### src/rtl/core/assert_macros.svh
// ----------------------------------------------------------------------------
// Assertion macros
// Shared shorthand for clocked concurrent assertions with a reset guard.
// ----------------------------------------------------------------------------
`ifndef ASSERT_MACROS_SVH
`define ASSERT_MACROS_SVH

// A condition that holds at every clock edge outside reset.
`define ASSERT_ALWAYS(lbl, clk, rst, expr, msg) \
   lbl: assert property (@(posedge clk) disable iff (rst) (expr)) else $error(msg);

// An implication checked at every clock edge outside reset.
`define ASSERT_IMPL(lbl, clk, rst, ante, cons, msg) \
   lbl: assert property (@(posedge clk) disable iff (rst) (ante) |-> (cons)) \
      else $error(msg);

`endif

### src/rtl/core/cmplt_pkg.sv
// ----------------------------------------------------------------------------
// cmplt_pkg
// Types, codes and step functions of the cache-miss path latency tracker.
// ----------------------------------------------------------------------------
package cmplt_pkg;

   // Table geometry and field widths.
   localparam int ID_SLOTS    = 256;
   localparam int IDX_W       = (ID_SLOTS > 1) ? $clog2(ID_SLOTS) : 1;
   localparam int TICK_W      = 48;
   localparam int COUNT_W     = 32;
   localparam int TOTAL_W     = 64;
   localparam int NUM_CLASSES = 5;
   localparam int CLASS_W     = 3;

   // Word modes.
   localparam logic [1:0] MODE_EVENT  = 2'd0;
   localparam logic [1:0] MODE_CANCEL = 2'd1;
   localparam logic [1:0] MODE_CLEAR  = 2'd2;

   // Cache event codes.
   localparam logic [3:0] EV_L1_LD_MISS  = 4'd0;
   localparam logic [3:0] EV_L1_ST_MISS  = 4'd1;
   localparam logic [3:0] EV_L1_FINISH   = 4'd2;
   localparam logic [3:0] EV_L1_TRANSMIT = 4'd3;
   localparam logic [3:0] EV_L2_HIT      = 4'd4;
   localparam logic [3:0] EV_L2_MISS     = 4'd5;
   localparam logic [3:0] EV_L2_FWD      = 4'd6;
   localparam logic [3:0] EV_L2_TRANSMIT = 4'd7;
   localparam logic [3:0] EV_L2_FINISH   = 4'd8;
   localparam logic [3:0] EV_L3_HIT      = 4'd9;
   localparam logic [3:0] EV_L3_MISS     = 4'd10;
   localparam logic [3:0] EV_L3_FWD      = 4'd11;
   localparam logic [3:0] EV_MEM         = 4'd12;

   // Path steps of an open entry.
   localparam logic [3:0] PS_NONE    = 4'd0;
   localparam logic [3:0] PS_MISS    = 4'd1;
   localparam logic [3:0] PS_L2H     = 4'd2;
   localparam logic [3:0] PS_L2F     = 4'd3;
   localparam logic [3:0] PS_L2F_T   = 4'd4;
   localparam logic [3:0] PS_L2M     = 4'd5;
   localparam logic [3:0] PS_L3H     = 4'd6;
   localparam logic [3:0] PS_L3H_F   = 4'd7;
   localparam logic [3:0] PS_L3F     = 4'd8;
   localparam logic [3:0] PS_L3F_T   = 4'd9;
   localparam logic [3:0] PS_L3F_T_F = 4'd10;
   localparam logic [3:0] PS_L3M     = 4'd11;
   localparam logic [3:0] PS_MEM     = 4'd12;
   localparam logic [3:0] PS_MEM_F   = 4'd13;

   // Path classes.
   localparam logic [CLASS_W-1:0] CLS_L2_HIT = 3'd0;
   localparam logic [CLASS_W-1:0] CLS_L2_FWD = 3'd1;
   localparam logic [CLASS_W-1:0] CLS_L3_HIT = 3'd2;
   localparam logic [CLASS_W-1:0] CLS_L3_FWD = 3'd3;
   localparam logic [CLASS_W-1:0] CLS_MEM    = 3'd4;
   localparam logic [CLASS_W-1:0] CLS_NONE   = 3'd5;

   typedef struct packed {
      logic [1:0]        mode;
      logic [7:0]        txn_id;
      logic [3:0]        event_code;
      logic [TICK_W-1:0] now_tick;
   } req_word_type;

   typedef struct packed {
      logic               completed;
      logic [CLASS_W-1:0] path_class;
      logic [TICK_W-1:0]  path_latency;
      logic [COUNT_W-1:0] class_count;
      logic [TOTAL_W-1:0] class_tick_total;
   } rsp_word_type;

   // One row of the transaction table.
   typedef struct packed {
      logic [3:0]        path_state;
      logic [TICK_W-1:0] last_tick;
      logic [TICK_W-1:0] latency_sum;
   } entry_type;

   // What the entry stage hands to the statistics stage.
   typedef struct packed {
      logic               clear;
      logic               completed;
      logic [CLASS_W-1:0] path_class;
      logic [TICK_W-1:0]  path_latency;
   } hop_word_type;

   // Next path step for a non-finish event, PS_NONE when it does not match.
   function automatic logic [3:0] next_step(input logic [3:0] st, input logic [3:0] ev);
      logic [3:0] nx;
      nx = PS_NONE;
      unique case (st)
         PS_MISS: begin
            if (ev == EV_L2_HIT)       nx = PS_L2H;
            else if (ev == EV_L2_FWD)  nx = PS_L2F;
            else if (ev == EV_L2_MISS) nx = PS_L2M;
         end
         PS_L2F:   if (ev == EV_L1_TRANSMIT) nx = PS_L2F_T;
         PS_L2M: begin
            if (ev == EV_L3_HIT)       nx = PS_L3H;
            else if (ev == EV_L3_FWD)  nx = PS_L3F;
            else if (ev == EV_L3_MISS) nx = PS_L3M;
         end
         PS_L3H:   if (ev == EV_L2_FINISH) nx = PS_L3H_F;
         PS_L3F:   if (ev == EV_L2_TRANSMIT) nx = PS_L3F_T;
         PS_L3F_T: if (ev == EV_L2_FINISH) nx = PS_L3F_T_F;
         PS_L3M:   if (ev == EV_MEM) nx = PS_MEM;
         PS_MEM:   if (ev == EV_L2_FINISH) nx = PS_MEM_F;
         default:  nx = PS_NONE;
      endcase
      return nx;
   endfunction

   // Class of a finishing step, CLS_NONE when the path is not complete.
   function automatic logic [CLASS_W-1:0] finish_class(input logic [3:0] st);
      logic [CLASS_W-1:0] c;
      unique case (st)
         PS_L2H:     c = CLS_L2_HIT;
         PS_L2F_T:   c = CLS_L2_FWD;
         PS_L3H_F:   c = CLS_L3_HIT;
         PS_L3F_T_F: c = CLS_L3_FWD;
         PS_MEM_F:   c = CLS_MEM;
         default:    c = CLS_NONE;
      endcase
      return c;
   endfunction

endpackage

### src/rtl/core/cmplt_stats_stage.sv
// ----------------------------------------------------------------------------
// cmplt_stats_stage
// Per-class saturating counters and the registered result word.
// ----------------------------------------------------------------------------
module cmplt_stats_stage (
   input  logic                    clock,
   input  logic                    reset,
   input  logic                    advance,
   input  logic                    hop_valid,
   input  cmplt_pkg::hop_word_type hop_word,
   output logic                    rsp_valid,
   output cmplt_pkg::rsp_word_type rsp_word
);

   logic [cmplt_pkg::COUNT_W-1:0] cnt_ff [cmplt_pkg::NUM_CLASSES];
   logic [cmplt_pkg::TOTAL_W-1:0] tot_ff [cmplt_pkg::NUM_CLASSES];
   logic                          rsp_vld_ff;
   cmplt_pkg::rsp_word_type       rsp_ff;

   logic                          cls_ok;
   logic [cmplt_pkg::COUNT_W-1:0] cnt_cur;
   logic [cmplt_pkg::TOTAL_W-1:0] tot_cur;
   logic [cmplt_pkg::COUNT_W-1:0] cnt_new;
   logic [cmplt_pkg::TOTAL_W:0]   tot_sum;
   logic [cmplt_pkg::TOTAL_W-1:0] tot_new;
   logic                          do_update;
   cmplt_pkg::rsp_word_type       rsp_in;

   assign cls_ok  = hop_word.completed && (hop_word.path_class < cmplt_pkg::CLS_NONE);
   assign cnt_cur = cls_ok ? cnt_ff[hop_word.path_class] : '0;
   assign tot_cur = cls_ok ? tot_ff[hop_word.path_class] : '0;

   // Saturating increment and saturating add of the path latency.
   assign cnt_new = (cnt_cur == '1) ? cnt_cur : cnt_cur + cmplt_pkg::COUNT_W'(1);
   assign tot_sum = {1'b0, tot_cur} +
                    (cmplt_pkg::TOTAL_W + 1)'(hop_word.path_latency);
   assign tot_new = tot_sum[cmplt_pkg::TOTAL_W] ? '1 : tot_sum[cmplt_pkg::TOTAL_W-1:0];

   assign do_update = advance && hop_valid;

   // Result word: all zero unless a path completed.
   always_comb begin
      rsp_in = '0;
      if (cls_ok) begin
         rsp_in.completed        = 1'b1;
         rsp_in.path_class       = hop_word.path_class;
         rsp_in.path_latency     = hop_word.path_latency;
         rsp_in.class_count      = cnt_new;
         rsp_in.class_tick_total = tot_new;
      end
   end

   // Class statistics and the result valid.
   always_ff @(posedge clock) begin
      if (reset) begin
         rsp_vld_ff <= 1'b0;
         for (int i = 0; i < cmplt_pkg::NUM_CLASSES; i++) begin
            cnt_ff[i] <= '0;
            tot_ff[i] <= '0;
         end
      end else begin
         if (advance) begin
            rsp_vld_ff <= hop_valid;
         end
         if (do_update && hop_word.clear) begin
            for (int i = 0; i < cmplt_pkg::NUM_CLASSES; i++) begin
               cnt_ff[i] <= '0;
               tot_ff[i] <= '0;
            end
         end else if (do_update && cls_ok) begin
            cnt_ff[hop_word.path_class] <= cnt_new;
            tot_ff[hop_word.path_class] <= tot_new;
         end
      end
   end

   // Result payload.
   always_ff @(posedge clock) begin
      if (advance) begin
         rsp_ff <= rsp_in;
      end
   end

   assign rsp_valid = rsp_vld_ff;
   assign rsp_word  = rsp_ff;

endmodule

### config.mk
export PLATFORM = sky130hd
export DESIGN_NAME = cmplt_stats_stage
export DESIGN_NICKNAME = d
export VERILOG_FILES = /design/src/rtl/core/assert_macros.svh /design/src/rtl/core/cmplt_pkg.sv /design/src/rtl/core/cmplt_stats_stage.sv
export SDC_FILE = /design/constraint.sdc
export NUM_CORES = 1
export LEC_CHECK = 0
export BUFFER_PORTS_ARGS = -buffer_cell sky130_fd_sc_hd__buf_2
export CORE_MARGIN = 10
export CORE_UTILIZATION = 35
export CTS_CLUSTER_DIAMETER = 60
export CTS_CLUSTER_SIZE = 20
export DETAILED_ROUTE_END_ITERATION = 7
export GPL_TIMING_DRIVEN = 0
export PLACE_DENSITY_LB_ADDON = 0.15
export REMOVE_ABC_BUFFERS = 1
export SLEW_MARGIN = 20
export SYNTH_ARGS = -nofsm -noshare
export SYNTH_HDL_FRONTEND = slang
export SYNTH_SLANG_ARGS = --single-unit
### constraint.sdc
create_clock -name clock -period 16.45 [get_ports clock]
set_input_delay 0.8225 -clock clock [delete_from_list [all_inputs] [get_ports clock]]
set_output_delay 0.8225 -clock clock [all_outputs]
set_load 0.1 [all_outputs]
==> impl_metrics.toml <==
[status]
status = "finished, final reports clean"

[worst_setup_path]
r2r_cells = 16
critical_path_buf_inv_count = 5
crit_chain = "buf_8 -> buf_16 -> or2_2 -> nand2_1 -> nand2_4 -> buf_12 -> a221oi_1 -> ha_1 -> a21o_1 -> a21oi_1 -> nor2_1 -> nor4_1 -> o21ai_0 -> o21ai_4 -> buf_16 -> nand4_1 -> mux2i_1 -> inv_1"
rr_startpoint = "tot_ff[3][0]$_SDFFCE_PN0P_"
cp_top_family = "simple AND/OR/NAND/NOR gates"
endpoint = "rsp_word[61]$_SDFFCE_PN0P_"
path_class = "in -> reg"
endpoint_kind = "register"
crit_cells = 18
rrSetupSlack_ps = 10690
start_kind = "primary input"
cpMostUsedCell = "buf_16"
critPathRequiredTime_ps = 16780
crit_start = "hop_word[49]"
arrival_ps = 7540
cp_slowest_cell = "or2_2"
worstPathMaxFanout = 64
max_stage_delay_ps = 840
rr_endpoint = "rsp_word[61]$_SDFFCE_PN0P_"

[yosys]
yosys_warnings = 0
synth_seq_cells = 726
seq_area_frac_synth_pct = 63.2
avgSynthCellArea_um2 = 12.1
synthSimpleGateAreaFrac_pct = 13.9
synth-xor-area-share_pct = 2.12
async_flop_share_pct = 0
synth_ff_type = "edfxtp_1"
synth_compound_area_share_pct = 10.5
synth.cell_area_mm2 = 0.0345
synth_top_family_by_area = "simple AND/OR/NAND/NOR gates"
muxShareOfSynthArea_pct = 4.47
synth_adder_area_share_pct = 1.84
syn_inst = 2859
synth_edf_count = 725
synth_cell_types = 91

[global_route]
grt_max_degree = 105
antenna_found_initial = 2
overflow = 0
grt_pass1_wl_mm = 155
grt_pass1_vias = 24200
grt_usage_pct = 18.2

[clock_tree]
clk_pin_slew_worst_paths_ps = 80
cts_buffers = 73
cts.sinks = 726
postCtsHoldBufs = 0
cts_setup_buffers = 0
clock_path_buffers = 3
h-tree-depth = 3
cts_root_buf = "clkbuf_16"
cts_tree = "done"
ctsResizeCount = 0
clkLatencyLatePin_ps = 650

[power_and_ir_drop]
switching_share_pct = 29.8
p_comb_share_pct = 14.6
p_leak_nw = 15.6
seqPwrFrac_pct = 46.8
p_clk_share_pct = 38.6
internal_power_mw = 3.26
p_switching_mw = 1.39
powerDensity_mw_per_mm2 = 115
ir_drop_mv = 0.0579

[final_layout]
synthToLayoutAreaGrowth_pct = 16.8
layout.nets = 3184
final_layout_size_suffix_gt1_share_pct = 16.3
finalInstanceArea_mm2 = 0.0403

[sta]
slew_violations = 0
fin_crit_sh_pct = 43.8
final_hold_viol_count = 0
rsz0062_at_grt = "false"
clock.fmax_ghz = 0.139
layout_min_cycle_time_ps = 7210
slew_headroom_pct = 25.9
finalSetupViolCount = 0
layout_setup_ws_ps = 9240
skew_ps = 37.8
worstMarginPinSlew_ps = 1100

[min_path]
worst_hold_path_type = "in -> reg"
hold_depth = 2

[placement]
placed_cell_area_mm2 = 0.0377
numPortBuffers = 205
place_ws_ps = 8660
hpwlAfterDp_mm = 64.7
gp_congestion = 0.893

[floorplanning]
die_w_um = 334
start_util_pct = 35.1
io_pins = 206
core_area_mm2 = 0.0981
dieArea_mm2 = 0.111
rows = 115
fp.dieH_um = 334

[route]
via_per_inst = 5.35
drc_errors = 0
drt_iter0_drc = 1957
route.vias.total = 23700
antenna_left = 0
first_pass_iters = 6
wl_per_cell_um = 23.6
drt_wl_total_mm = 104

[flow_run]
cap_violations = 0
[kinds of logic (layout without fill, tap and decap cells)]
group / count (synthesis) / count (layout)
simple gates: 1056 / 1056
flops: 726 / 726
compound gates: 534 / 534
buf+inv: 310 / 493
mux: 107 / 107
xor+xnor: 75 / 75
fa+ha+maj: 50 / 50
other cells: 1 / 98
[per-stage QoR]
step           TNS [ps]  utilization [%]  power [mW]  hold slack (ps)  std cells
4_1_cts               0             41.0        4.69              354       4425
5_1_grt               0             41.0        4.81              379       4426
2_1_floorplan         0                -        2.68              834       2757
6_report              0             41.0        4.64              399       4426
3_3_place_gp   -2977740             37.2        2.89              453       4249
3_5_place_dp          0             38.4        2.90              486       4289
[worst min path at each step]
stage / start / end
final: reset / rsp_valid$_SDFFE_PP0P_
after global routing: reset / rsp_valid$_SDFFE_PP0P_
after CTS: reset / rsp_valid$_SDFFE_PP0P_
after detailed placement: rsp_valid$_SDFFE_PP0P_ / rsp_valid$_SDFFE_PP0P_
after global placement: rsp_valid$_SDFFE_PP0P_ / rsp_valid$_SDFFE_PP0P_
after floorplan: tot_ff[4][0]$_SDFFCE_PN0P_ / rsp_word[0]$_SDFFCE_PN0P_
[routing by layer]
layer  GRT usage (%)  wire length (µm)  vias to the layer above
met5               0                 0                        -
met4            4.71              2070                        0
met2            31.7             51800                      807
met3            2.50              6190                      128
met1            23.6             44400                    12000
li1                -                 -                    10800
[power by group through the flow]
stage | clock (mW) | sequential (mW) | combinational, mW
after global routing | 1.90 | 2.18 | 0.725
after floorplan | 0 | 2.42 | 0.262
after global placement | 0 | 2.23 | 0.662
after detailed placement | 0 | 2.22 | 0.682
final | 1.79 | 2.17 | 0.679
after CTS | 1.83 | 2.17 | 0.684
[cell type report]
cell class | instances | area [µm²]
timing repair buffer | 245 | 2010
antenna | 1 | 2.50
clock inverter | 58 | 706
clock buffer | 78 | 1890
inverter | 112 | 433
fill | 9346 | 57900
sequential | 726 | 21800
multi-input combinational | 1919 | 11800
tap | 1287 | 1610
[registers in the layout, summed over array words and instances (netlist names)]
register   cells
rsp_valid      1
cnt_ff       207
rsp_word     148
tot_ff       370
[layout by cell type (no fill, tap or decap), types with 11 or more instances in the layout]
| cell type | Yosys | layout |
|---|---|---|
| edfxtp_1 | 725 | 725 |
| nor2_1 | 665 | 665 |
| buf_2 | 29 | 200 |
| a21oi_1 | 133 | 133 |
| inv_1 | 111 | 107 |
| nand2_1 | 108 | 101 |
| conb_1 | 1 | 97 |
| o21ai_0 | 93 | 93 |
| clkbuf_16 | 0 | 75 |
| and2_1 | 59 | 59 |
| o22ai_1 | 53 | 53 |
| ha_1 | 49 | 49 |
| nor3_1 | 40 | 40 |
| mux2i_1 | 37 | 37 |
| xnor2_1 | 37 | 37 |
| mux2_2 | 36 | 36 |
| mux4_2 | 34 | 34 |
| nand2b_1 | 30 | 29 |
| xor2_1 | 28 | 28 |
| a22oi_1 | 26 | 26 |
| nand4_1 | 25 | 25 |
| o21bai_1 | 23 | 23 |
| a21o_1 | 22 | 22 |
| buf_16 | 0 | 22 |
| a211oi_1 | 21 | 21 |
| a221oi_1 | 20 | 20 |
| nor2b_1 | 18 | 18 |
| nand3_1 | 19 | 18 |
| o221ai_1 | 17 | 17 |
| o2111ai_1 | 17 | 17 |
| nor3b_1 | 16 | 16 |
| buf_12 | 0 | 15 |
| o22a_1 | 14 | 14 |
| a2bb2oi_1 | 11 | 11 |
[worst register-to-register path: cells and delay by family, from the launching register on]
kind,cells,cell delay (ps)
AOI/OAI and AO/OA,8,2680
adders and majority gates,2,670
buffers and inverters,2,510
DFF,1,360
muxes,2,1080
and+or+nand+nor,2,170
[cell usage after synthesis, drive strengths merged (13+ instances only)]
cell	number	area (µm²)
a211oi	21	158
a21o	22	165
a21oi	134	674
a221oi	22	205
a22oi	26	195
and2	60	375
buf	73	457
clkbuf	125	469
edfxtp	725	21800
ha	49	613
inv	112	420
mux2	36	405
mux2i	37	370
mux4	34	766
nand2	109	412
nand2b	30	188
nand3	20	105
nand4	26	178
nor2	665	2500
nor2b	18	113
nor3	42	220
nor3b	20	170
nor4	13	118
o2111ai	17	149
o21ai	97	485
o21bai	23	173
o221ai	18	164
o22a	14	123
o22ai	53	332
xnor2	41	389
xor2	34	343
No activity file was read; power rests on OpenSTA's default activity.
